==> src/hdl/hgov_pkg.sv <==
`default_nettype none

package hgov_pkg;

   // Width of the cumulative idle and wall counters that take part in the deltas.
   localparam int COUNTER_WIDTH = 64;

   // Bits of a busy percent (0..100).
   localparam int PCT_BITS = 7;

   // Configuration port.
   localparam int CSR_INDEX_W = 3;
   localparam int CSR_DATA_W  = 16;

   localparam logic [CSR_INDEX_W-1:0] REG_AUTO_ENABLE    = 3'd0;
   localparam logic [CSR_INDEX_W-1:0] REG_FORCED_CORE_ON = 3'd1;
   localparam logic [CSR_INDEX_W-1:0] REG_DECISION_LOCK  = 3'd2;
   localparam logic [CSR_INDEX_W-1:0] REG_LOAD_LOW       = 3'd3;
   localparam logic [CSR_INDEX_W-1:0] REG_LOAD_HIGH      = 3'd4;
   localparam logic [CSR_INDEX_W-1:0] REG_BASE_INTERVAL  = 3'd5;

   // Reset values of the threshold and base interval registers.
   localparam logic [6:0]  RESET_LOAD_LOW  = 7'd25;
   localparam logic [6:0]  RESET_LOAD_HIGH = 7'd70;
   localparam logic [15:0] RESET_BASE      = 16'd50;

   // Core 1 command codes.
   localparam logic [1:0] CMD_NONE    = 2'd0;
   localparam logic [1:0] CMD_ONLINE  = 2'd1;
   localparam logic [1:0] CMD_OFFLINE = 2'd2;

   // Status codes.
   localparam logic [2:0] STS_EVALUATED = 3'd0;
   localparam logic [2:0] STS_LOCKED    = 3'd1;
   localparam logic [2:0] STS_BAD       = 3'd2;
   localparam logic [2:0] STS_PARKED    = 3'd3;
   localparam logic [2:0] STS_MANUAL    = 3'd4;

   typedef struct packed {
      logic [63:0] idle_total_core0;
      logic [63:0] wall_total_core0;
      logic [63:0] idle_total_core1;
      logic [63:0] wall_total_core1;
      logic        display_off;
   } req_type;

   typedef struct packed {
      logic [1:0]  core1_command;
      logic        core1_online_now;
      logic [6:0]  average_load;
      logic [17:0] next_interval;
      logic        keep_sampling;
      logic [2:0]  status;
   } rsp_type;

   typedef struct packed {
      logic        auto_enable;
      logic        forced_core_on;
      logic        decision_lock;
      logic [6:0]  load_low;
      logic [6:0]  load_high;
      logic [15:0] base_interval;
   } cfg_type;

endpackage

`default_nettype wire

==> src/hdl/hgov_pct_div.sv <==
`default_nettype none

// Busy percent unit: floor(100 * busy / wall) for busy <= wall, wall > 0.
// The quotient never exceeds 100, so a 7-step restoring division of the
// scaled busy count against wall << 6 .. wall << 0 gives it.
module hgov_pct_div (
   input  wire logic                              clock,
   input  wire logic                              reset,
   input  wire logic                              start,
   input  wire logic [hgov_pkg::COUNTER_WIDTH-1:0] busy,
   input  wire logic [hgov_pkg::COUNTER_WIDTH-1:0] wall,
   output logic                                   done,
   output logic [hgov_pkg::PCT_BITS-1:0]          quotient
);

   localparam int REM_W  = hgov_pkg::COUNTER_WIDTH + hgov_pkg::PCT_BITS;
   localparam int STEP_W = $clog2(hgov_pkg::PCT_BITS);

   typedef enum logic [1:0] {
      DV_IDLE,
      DV_SCALE,
      DV_STEP
   } dv_state_type;

   dv_state_type                         state_ff, state_in;
   logic                                 done_ff, done_in;
   logic [hgov_pkg::COUNTER_WIDTH-1:0]   busy_ff, busy_in;
   logic [REM_W-1:0]                     rem_ff, rem_in;
   logic [REM_W-1:0]                     divisor_ff, divisor_in;
   logic [hgov_pkg::PCT_BITS-1:0]        q_ff, q_in;
   logic [STEP_W-1:0]                    step_ff, step_in;

   logic [REM_W-1:0] busy_ext;
   logic [REM_W:0]   trial;
   logic             fits;

   assign busy_ext = REM_W'(busy_ff);
   assign trial    = {1'b0, rem_ff} - {1'b0, divisor_ff};
   assign fits     = ~trial[REM_W];

   // Sequencer and datapath next values
   always_comb begin
      state_in   = state_ff;
      done_in    = 1'b0;
      busy_in    = busy_ff;
      rem_in     = rem_ff;
      divisor_in = divisor_ff;
      q_in       = q_ff;
      step_in    = step_ff;
      unique case (state_ff)
         DV_IDLE: begin
            if (start) begin
               busy_in    = busy;
               divisor_in = REM_W'(wall) << (hgov_pkg::PCT_BITS - 1);
               q_in       = '0;
               step_in    = STEP_W'(hgov_pkg::PCT_BITS - 1);
               state_in   = DV_SCALE;
            end
         end
         DV_SCALE: begin
            // 100 * busy = 64b + 32b + 4b
            rem_in   = (busy_ext << 6) + (busy_ext << 5) + (busy_ext << 2);
            state_in = DV_STEP;
         end
         DV_STEP: begin
            if (fits) begin
               rem_in = trial[REM_W-1:0];
            end
            q_in       = {q_ff[hgov_pkg::PCT_BITS-2:0], fits};
            divisor_in = divisor_ff >> 1;
            step_in    = step_ff - 1'b1;
            if (step_ff == '0) begin
               done_in  = 1'b1;
               state_in = DV_IDLE;
            end
         end
         default: state_in = DV_IDLE;
      endcase
   end

   always_ff @(posedge clock) begin
      if (reset) begin
         state_ff <= DV_IDLE;
         done_ff  <= 1'b0;
      end else begin
         state_ff <= state_in;
         done_ff  <= done_in;
      end
      busy_ff    <= busy_in;
      rem_ff     <= rem_in;
      divisor_ff <= divisor_in;
      q_ff       <= q_in;
      step_ff    <= step_in;
   end

   assign done     = done_ff;
   assign quotient = q_ff;

endmodule

`default_nettype wire

==> src/hdl/hgov_cfg.sv <==
`default_nettype none

// Configuration register file, write only.
module hgov_cfg (
   input  wire logic                                clock,
   input  wire logic                                reset,
   input  wire logic                                csr_we,
   input  wire logic [hgov_pkg::CSR_INDEX_W-1:0]    csr_index,
   input  wire logic [hgov_pkg::CSR_DATA_W-1:0]     csr_wdata,
   output hgov_pkg::cfg_type                        cfg
);

   hgov_pkg::cfg_type cfg_ff, cfg_in;

   // Register decode; unknown indexes are dropped
   always_comb begin
      cfg_in = cfg_ff;
      if (csr_we) begin
         unique case (csr_index)
            hgov_pkg::REG_AUTO_ENABLE:    cfg_in.auto_enable    = csr_wdata[0];
            hgov_pkg::REG_FORCED_CORE_ON: cfg_in.forced_core_on = csr_wdata[0];
            hgov_pkg::REG_DECISION_LOCK:  cfg_in.decision_lock  = csr_wdata[0];
            hgov_pkg::REG_LOAD_LOW:       cfg_in.load_low       = csr_wdata[6:0];
            hgov_pkg::REG_LOAD_HIGH:      cfg_in.load_high      = csr_wdata[6:0];
            hgov_pkg::REG_BASE_INTERVAL:  cfg_in.base_interval  = csr_wdata[15:0];
            default: ;
         endcase
      end
   end

   always_ff @(posedge clock) begin
      if (reset) begin
         cfg_ff.auto_enable    <= 1'b1;
         cfg_ff.forced_core_on <= 1'b1;
         cfg_ff.decision_lock  <= 1'b0;
         cfg_ff.load_low       <= hgov_pkg::RESET_LOAD_LOW;
         cfg_ff.load_high      <= hgov_pkg::RESET_LOAD_HIGH;
         cfg_ff.base_interval  <= hgov_pkg::RESET_BASE;
      end else begin
         cfg_ff <= cfg_in;
      end
   end

   assign cfg = cfg_ff;

endmodule

`default_nettype wire

==> src/hdl/load_threshold_core_hotplug_governor_core.sv <==
`default_nettype none

// Load-threshold hotplug governor for a two-core cluster. One item per
// sampling tick carries the cumulative idle and wall counters of both cores;
// the block returns one result item with the core 1 command, the average
// busy percent and the next sampling interval. Items are handled one at a
// time and req_stall stays high while one is in work. Ticks that are parked,
// locked or in manual mode go from acceptance straight to ST_DONE; an
// evaluated tick passes each online core in turn through the shared 7-step
// percent divider, skipped by a core with a zero wall delta. A bad sample
// ends evaluation at the core where it is seen. The result sits in an output
// register, so a new item is taken while the previous result still waits.
module load_threshold_core_hotplug_governor_core (
   input  wire logic                              clock,
   input  wire logic                              reset,
   input  wire logic                              req_valid,
   output logic                                   req_stall,
   input  wire hgov_pkg::req_type                 req_data,
   output logic                                   rsp_valid,
   input  wire logic                              rsp_stall,
   output hgov_pkg::rsp_type                      rsp_data,
   input  wire logic                              csr_we,
   input  wire logic [hgov_pkg::CSR_INDEX_W-1:0]  csr_index,
   input  wire logic [hgov_pkg::CSR_DATA_W-1:0]   csr_wdata
);

   localparam int CW = hgov_pkg::COUNTER_WIDTH;

   typedef enum logic [2:0] {
      ST_IDLE,
      ST_CORE,
      ST_CHECK,
      ST_WAIT,
      ST_DECIDE,
      ST_DONE
   } state_type;

   hgov_pkg::cfg_type cfg;

   state_type          state_ff, state_in;
   hgov_pkg::req_type  req_ff, req_in;
   hgov_pkg::rsp_type  res_ff, res_in;
   hgov_pkg::rsp_type  rsp_ff, rsp_in;
   logic               rsp_valid_ff, rsp_valid_in;
   logic               c_ff, c_in;
   logic [7:0]         sum_ff, sum_in;
   logic [CW-1:0]      di_ff, di_in;
   logic [CW-1:0]      dw_ff, dw_in;
   logic [CW-1:0]      prev_idle_ff [2];
   logic [CW-1:0]      prev_idle_in [2];
   logic [CW-1:0]      prev_wall_ff [2];
   logic [CW-1:0]      prev_wall_in [2];
   logic               online_ff, online_in;
   logic [17:0]        interval_ff, interval_in;

   logic                          div_start;
   logic                          div_done;
   logic [hgov_pkg::PCT_BITS-1:0] div_q;

   logic [CW-1:0]  cur_idle;
   logic [CW-1:0]  cur_wall;
   logic [CW:0]    busy_diff;
   logic [15:0]    base_ticks;
   logic [7:0]     avg8;
   logic [6:0]     avg;
   logic           more_cores;

   hgov_cfg u_cfg (
      .clock     (clock),
      .reset     (reset),
      .csr_we    (csr_we),
      .csr_index (csr_index),
      .csr_wdata (csr_wdata),
      .cfg       (cfg)
   );

   hgov_pct_div u_div (
      .clock    (clock),
      .reset    (reset),
      .start    (div_start),
      .busy     (busy_diff[CW-1:0]),
      .wall     (dw_ff),
      .done     (div_done),
      .quotient (div_q)
   );

   // Counters of the core under evaluation
   assign cur_idle = c_ff ? req_ff.idle_total_core1[CW-1:0] : req_ff.idle_total_core0[CW-1:0];
   assign cur_wall = c_ff ? req_ff.wall_total_core1[CW-1:0] : req_ff.wall_total_core0[CW-1:0];

   // Busy delta; the borrow flags idle delta above wall delta
   assign busy_diff = {1'b0, dw_ff} - {1'b0, di_ff};

   assign base_ticks = (cfg.base_interval == '0) ? 16'd1 : cfg.base_interval;
   assign more_cores = ~c_ff & online_ff;

   // Average over one or two online cores
   assign avg8 = online_ff ? {1'b0, sum_ff[7:1]} : sum_ff;
   assign avg  = avg8[6:0];

   assign req_stall = (state_ff != ST_IDLE);

   // Sequencer
   always_comb begin
      state_in     = state_ff;
      req_in       = req_ff;
      res_in       = res_ff;
      rsp_in       = rsp_ff;
      rsp_valid_in = rsp_valid_ff & rsp_stall;
      c_in         = c_ff;
      sum_in       = sum_ff;
      di_in        = di_ff;
      dw_in        = dw_ff;
      prev_idle_in = prev_idle_ff;
      prev_wall_in = prev_wall_ff;
      online_in    = online_ff;
      interval_in  = interval_ff;
      div_start    = 1'b0;

      unique case (state_ff)
         ST_IDLE: begin
            if (req_valid) begin
               req_in                  = req_data;
               res_in.core1_command    = hgov_pkg::CMD_NONE;
               res_in.core1_online_now = online_ff;
               res_in.average_load     = '0;
               res_in.next_interval    = interval_ff;
               res_in.keep_sampling    = 1'b1;
               res_in.status           = hgov_pkg::STS_LOCKED;
               state_in                = ST_DONE;
               if (req_data.display_off && !online_ff) begin
                  res_in.keep_sampling = 1'b0;
                  res_in.status        = hgov_pkg::STS_PARKED;
               end else if (!cfg.auto_enable) begin
                  // Manual mode enforces the forced setting both ways
                  res_in.keep_sampling = 1'b0;
                  res_in.status        = hgov_pkg::STS_MANUAL;
                  if (cfg.forced_core_on != online_ff) begin
                     online_in               = cfg.forced_core_on;
                     res_in.core1_online_now = cfg.forced_core_on;
                     res_in.core1_command    = cfg.forced_core_on ? hgov_pkg::CMD_ONLINE
                                                                  : hgov_pkg::CMD_OFFLINE;
                  end
               end else if (!cfg.decision_lock) begin
                  c_in     = 1'b0;
                  sum_in   = '0;
                  state_in = ST_CORE;
               end
            end
         end
         ST_CORE: begin
            // Deltas modulo counter width; old counters replaced after use
            di_in              = cur_idle - prev_idle_ff[c_ff];
            dw_in              = cur_wall - prev_wall_ff[c_ff];
            prev_idle_in[c_ff] = cur_idle;
            prev_wall_in[c_ff] = cur_wall;
            state_in           = ST_CHECK;
         end
         ST_CHECK: begin
            if (busy_diff[CW]) begin
               res_in.core1_command    = hgov_pkg::CMD_NONE;
               res_in.core1_online_now = online_ff;
               res_in.average_load     = '0;
               res_in.next_interval    = interval_ff;
               res_in.keep_sampling    = 1'b1;
               res_in.status           = hgov_pkg::STS_BAD;
               state_in                = ST_DONE;
            end else if (dw_ff == '0) begin
               // zero wall delta counts as load 0
               c_in     = 1'b1;
               state_in = more_cores ? ST_CORE : ST_DECIDE;
            end else begin
               div_start = 1'b1;
               state_in  = ST_WAIT;
            end
         end
         ST_WAIT: begin
            if (div_done) begin
               sum_in   = sum_ff + 8'(div_q);
               c_in     = 1'b1;
               state_in = more_cores ? ST_CORE : ST_DECIDE;
            end
         end
         ST_DECIDE: begin
            res_in.core1_command    = hgov_pkg::CMD_NONE;
            res_in.core1_online_now = online_ff;
            res_in.average_load     = avg;
            res_in.next_interval    = interval_ff;
            res_in.keep_sampling    = 1'b1;
            res_in.status           = hgov_pkg::STS_EVALUATED;
            // Hysteresis on the average load
            if (avg < cfg.load_low && online_ff) begin
               online_in               = 1'b0;
               interval_in             = {2'b00, base_ticks};
               res_in.core1_command    = hgov_pkg::CMD_OFFLINE;
               res_in.core1_online_now = 1'b0;
               res_in.next_interval    = {2'b00, base_ticks};
            end else if (avg > cfg.load_high && !online_ff) begin
               online_in               = 1'b1;
               interval_in             = {base_ticks, 2'b00};
               res_in.core1_command    = hgov_pkg::CMD_ONLINE;
               res_in.core1_online_now = 1'b1;
               res_in.next_interval    = {base_ticks, 2'b00};
            end
            state_in = ST_DONE;
         end
         ST_DONE: begin
            // Hand over once the output register is free
            if (!rsp_valid_ff || !rsp_stall) begin
               rsp_in       = res_ff;
               rsp_valid_in = 1'b1;
               state_in     = ST_IDLE;
            end
         end
         default: state_in = ST_IDLE;
      endcase
   end

   always_ff @(posedge clock) begin
      if (reset) begin
         state_ff        <= ST_IDLE;
         rsp_valid_ff    <= 1'b0;
         prev_idle_ff[0] <= '0;
         prev_idle_ff[1] <= '0;
         prev_wall_ff[0] <= '0;
         prev_wall_ff[1] <= '0;
         online_ff       <= 1'b1;
         interval_ff     <= {2'b00, hgov_pkg::RESET_BASE};
      end else begin
         state_ff     <= state_in;
         rsp_valid_ff <= rsp_valid_in;
         prev_idle_ff <= prev_idle_in;
         prev_wall_ff <= prev_wall_in;
         online_ff    <= online_in;
         interval_ff  <= interval_in;
      end
      req_ff <= req_in;
      res_ff <= res_in;
      rsp_ff <= rsp_in;
      c_ff   <= c_in;
      sum_ff <= sum_in;
      di_ff  <= di_in;
      dw_ff  <= dw_in;
   end

   assign rsp_valid = rsp_valid_ff;
   assign rsp_data  = rsp_ff;

endmodule

`default_nettype wire

==> config.mk <==
export PLATFORM = sky130hd
export DESIGN_NAME = load_threshold_core_hotplug_governor_core
export DESIGN_NICKNAME = d
export VERILOG_FILES = /design/src/hdl/hgov_pkg.sv /design/src/hdl/hgov_pct_div.sv /design/src/hdl/hgov_cfg.sv /design/src/hdl/load_threshold_core_hotplug_governor_core.sv
export SDC_FILE = /design/constraint.sdc
export NUM_CORES = 2
export LEC_CHECK = 0
export BUFFER_PORTS_ARGS = -buffer_cell sky130_fd_sc_hd__buf_2
export CORE_MARGIN = 5
export CORE_UTILIZATION = 45
export CTS_BUF_LIST = sky130_fd_sc_hd__clkbuf_4
export CTS_CLUSTER_DIAMETER = 30
export DETAILED_ROUTE_END_ITERATION = 8
export GPL_TIMING_DRIVEN = 1
export PLACE_DENSITY = 0.62
export SLEW_MARGIN = 25
export SYNTH_ARGS = -nofsm -noshare
export SYNTH_HDL_FRONTEND = slang
export SYNTH_SLANG_ARGS = --single-unit
==> constraint.sdc <==
create_clock -name clock -period 13.4 [get_ports clock]
set_input_delay 2.01 -clock clock [delete_from_list [all_inputs] [get_ports clock]]
set_output_delay 2.01 -clock clock [all_outputs]
set_load 0.02 [all_outputs]
==> impl_metrics.yaml <==
run_status:
  status: "finished clean"
yosys:
  ys_seq_area_share_pct: 45.96
  syn_avg_cell_area_um2: 9.856
  syn-cell-area_mm2: 0.05763
  synth_async_sr_flop_share_pct: 0
  synth_fp_nets: 6546
  synth_flop_cell: "edfxtp_1"
  synth_cells: 5847
  synth.distinct_cells: 103
  yosys_register_bits: 987
  yosysWarnings: 0
  synth_edf_count: 672
floorplanning:
  initial_core_util_pct: 45.25
  die_w_um: 367.9
  die-area_mm2: 0.1353
  placementRows: 131
  core_area_mm2: 0.1274
  io_pins: 315
  die_height_um: 367.9
critical_path:
  r2r-end: "dw_ff[62]"
  crit_buf_inv: 2
  crit_family: "compound AO/OA/AOI/OAI gates"
  crit_chain: "buf_12, buf_12, mux2_2, ha_1, fa_1, nand2b_1, a21oi_2, o31ai_1, o31ai_4, nand3_1, a2111oi_2, o21ai_1, a2111oi_2, a211oi_1, xnor2_1"
  cp_slowest_cell: "buf_12"
  cp-start-kind: "register"
  worstRegToRegCells: 15
  path_max_fanout: 114
  slowest_delay_ns: 0.67
  end_kind: "register"
  critPathArrivalTime_ns: 6.75
  path_class: "register to register"
  crit_required_ns: 14.31
  r2r_start: "c_ff"
  r2r_setup_slack_ns: 7.56
timing:
  finalSetupTns_ns: 0
  relSlewSlack_pct: 23.61
  post-route-period-util_pct: 43.55
  period_needed_ns: 5.835
  finalSetupViolCount: 0
  hold_viol_final: 0
  tightest_slew_ns: 1.146
  finClkSkew_ns: 0.08295
  slew_violations: 0
  max_freq_mhz: 171.4
  grt_setup_unrepaired: "false"
pwr:
  p_total_mw: 17.36
  p_per_area_mw_per_mm2: 269.8
  ir_worst_vdd_v: 0.0001780
  p_leak_nw: 25.64
drt:
  drtPass1Iterations: 6
  vias_per_cell: 5.550
  via_count: 44785
  postRouteAntennaNets: 0
  drtIter0Drc: 3084
  routed_wl_um: 153400
  wire_per_inst_um: 19.01
  route.detailed.drc: 0
flow_run:
  drv_cap: 0
placement:
  port_buffers: 314
  placed_area_mm2: 0.06049
  hpwl_um: 113600
  routabilityCongestion: 0.9189
  numPlacedInstances: 7556
cts:
  cts_setup_buffers: 0
  cts.sinks: 987
  cts_buffers: 296
  holdBufCountCts: 0
  cts_max_path_buffers: 4
  clock_latency_ns: 1.20
  path_clk_slew_ns: 0.07
  ctsResizeCount: 0
  root_buffer: "clkbuf_4"
  cts_tree: "built"
  cts_max_level: 5
min_path:
  min_to: "rsp_data[31]"
  min_path_cells: 0
  hp-start: "res_ff[31]"
  hold_path_class: "register to register"
global_route:
  first_global_vias: 44049
  grt.total_usage_pct: 22.10
  grt_pass1_wl_um: 240500
  grt_overflow_total: 0
  grt_max_degree: 188
  antenna_found_initial: 3
layout:
  layoutNonFillerInstCount: 8069
  final_core_util_pct: 50.52
  nNetsFinal: 6892
  finish.instance_area_mm2: 0.06434
  drive_above_1_share_pct: 15.30
  areaGrowthSynthToFinish_pct: 11.64
## area by class of cell
class | count | area (um^2)
flip-flops and latches | 987 | 26490
clock inverters | 112 | 827.0
inverters | 314 | 1179
multi-input cells | 4256 | 28910
diodes | 2 | 5.005
repair buffers | 338 | 1861
clock buffers | 398 | 2988
fillers | 11728 | 63020
well taps | 1662 | 2079
## cell families (layout without fill, tap and decap cells)
kind of cell / count (synthesis) / in the layout / share of synthesized area (%)
AOI/OAI and AO/OA: 1638 / 1638 / 17.75
and+or+nand+nor: 1616 / 1616 / 12.62
DFF: 987 / 987 / 45.96
buffers and inverters: 604 / 1162 / 4.008
adders and majority gates: 418 / 418 / 9.935
xor gates and xnor gates: 294 / 294 / 4.468
muxes: 290 / 290 / 5.263
other: 0 / 2 / 0
## cell usage after synthesis (7+ instances only)
master	instances	share of area [%]
a31oi_1	39	0.42
nand4_1	96	1.0
a31o_2	9	0.14
or4_1	7	0.091
xnor2_1	185	2.8
dfxtp_1	315	11
buf_2	26	0.23
a21boi_0	23	0.30
nor3_1	59	0.51
nand3_1	73	0.63
mux2_2	104	2.0
and2_1	33	0.36
nor2_1	324	2.1
nor2b_1	41	0.45
o31ai_2	7	0.15
and4_1	9	0.14
clkbuf_1	224	1.5
o21bai_1	66	0.86
xor2_1	109	1.7
o211ai_1	22	0.29
ha_1	352	7.6
a221oi_1	10	0.15
nand2_1	790	5.1
edfxtp_1	672	35
inv_1	314	2.0
mux2i_1	186	3.2
fa_1	66	2.3
o21ai_1	14	0.12
o31ai_1	26	0.34
a211o_1	7	0.11
o2111ai_1	9	0.14
and3_1	37	0.40
o21a_1	42	0.55
nor4_1	40	0.43
or2_2	12	0.13
buf_1	34	0.22
a21o_1	198	2.6
o22ai_1	22	0.24
o41ai_1	7	0.11
a211oi_1	87	1.1
or3_1	14	0.15
a21oi_1	645	5.6
nand2b_1	49	0.53
o21ai_0	300	2.6
## layer usage
metal  vias to the layer above  GRT usage (%)  part of all wire (%)
met1                     21237          31.67                    48
met2                      1250          33.37                    44
li1                      22049              -                     -
met4                         0          9.005                   3.6
met3                       249          3.663                   5.2
met5                         -              0                     0
## how the worst max path moves through the flow
stage,from,endpoint,slack [ns],cells after the start
CTS,c_ff,dw_ff[62],7.64,15
global placement,c_ff,dw_ff[62],7.77,15
detailed placement,c_ff,dw_ff[62],7.68,15
floorplan,state_ff[0],prev_idle_ff[17],2.50,7
global route,c_ff,di_ff[57],7.38,15
finish,c_ff,dw_ff[62],7.56,15
## per-stage QoR
step                      setup slack [ns]  hold WS, ns
final                                7.565       0.3965
after detailed placement             7.678       0.4052
after CTS                            7.640       0.4134
after floorplan                      2.497       0.4003
after global routing                 7.380       0.4054
after global placement               7.767       0.4039
## state kept, by name, summed over array words and instances (netlist names), 2 cells and up
| name | cells |
|---|---|
| interval_ff | 18 |
| sum_ff | 8 |
| dw_ff | 64 |
| state_ff | 3 |
| req_ff | 256 |
| u_div.state_ff | 2 |
| u_div.divisor_ff | 70 |
| res_ff | 32 |
| u_div.busy_ff | 64 |
| di_ff | 64 |
| u_div.quotient | 7 |
| u_div.step_ff | 3 |
| prev_wall_ff | 128 |
| u_div.rem_ff | 71 |
| rsp_data | 32 |
| prev_idle_ff | 128 |
| u_cfg.cfg | 33 |
## power by group
part	total, mW	switching [mW]	internal (mW)
Combinational	9.26	5.70	3.56
Clock	2.94	1.28	1.66
Sequential	5.16	0.535	4.62
## placed cells by master, fill, tap and decap left out, types with 40 or more instances in the layout
master    synthesis  routed
a211oi_1         87      87
a21o_1          198     198
a21oi_1         645     643
buf_2            26     313
clkbuf_4          0     398
clkinv_1          0      60
dfxtp_1         315     315
edfxtp_1        672     672
fa_1             66      66
ha_1            352     352
inv_1           314     314
mux2_2          104     104
mux2i_1         186     186
nand2_1         790     789
nand2b_1         49      46
nand3_1          73      73
nand4_1          96      96
nor2_1          324     323
nor2b_1          41      40
nor3_1           59      58
o21a_1           42      42
o21ai_0         300     300
o21bai_1         66      66
xnor2_1         185     185
xor2_1          109     109
## worst reg2reg max path, stage by stage (launching register included)
cell       delay, ns
edfxtp_1        0.39
buf_12          0.43
buf_12          0.96
mux2_2          0.46
ha_1            0.21
fa_1            0.41
nand2b_1        0.19
a21oi_2         0.25
o31ai_1         0.23
o31ai_4         0.31
nand3_1         0.23
a2111oi_2       0.59
o21ai_1         0.25
a2111oi_2       0.44
a211oi_1        0.11
xnor2_1         0.14
Note: power is estimated with default switching activity, not from simulation.
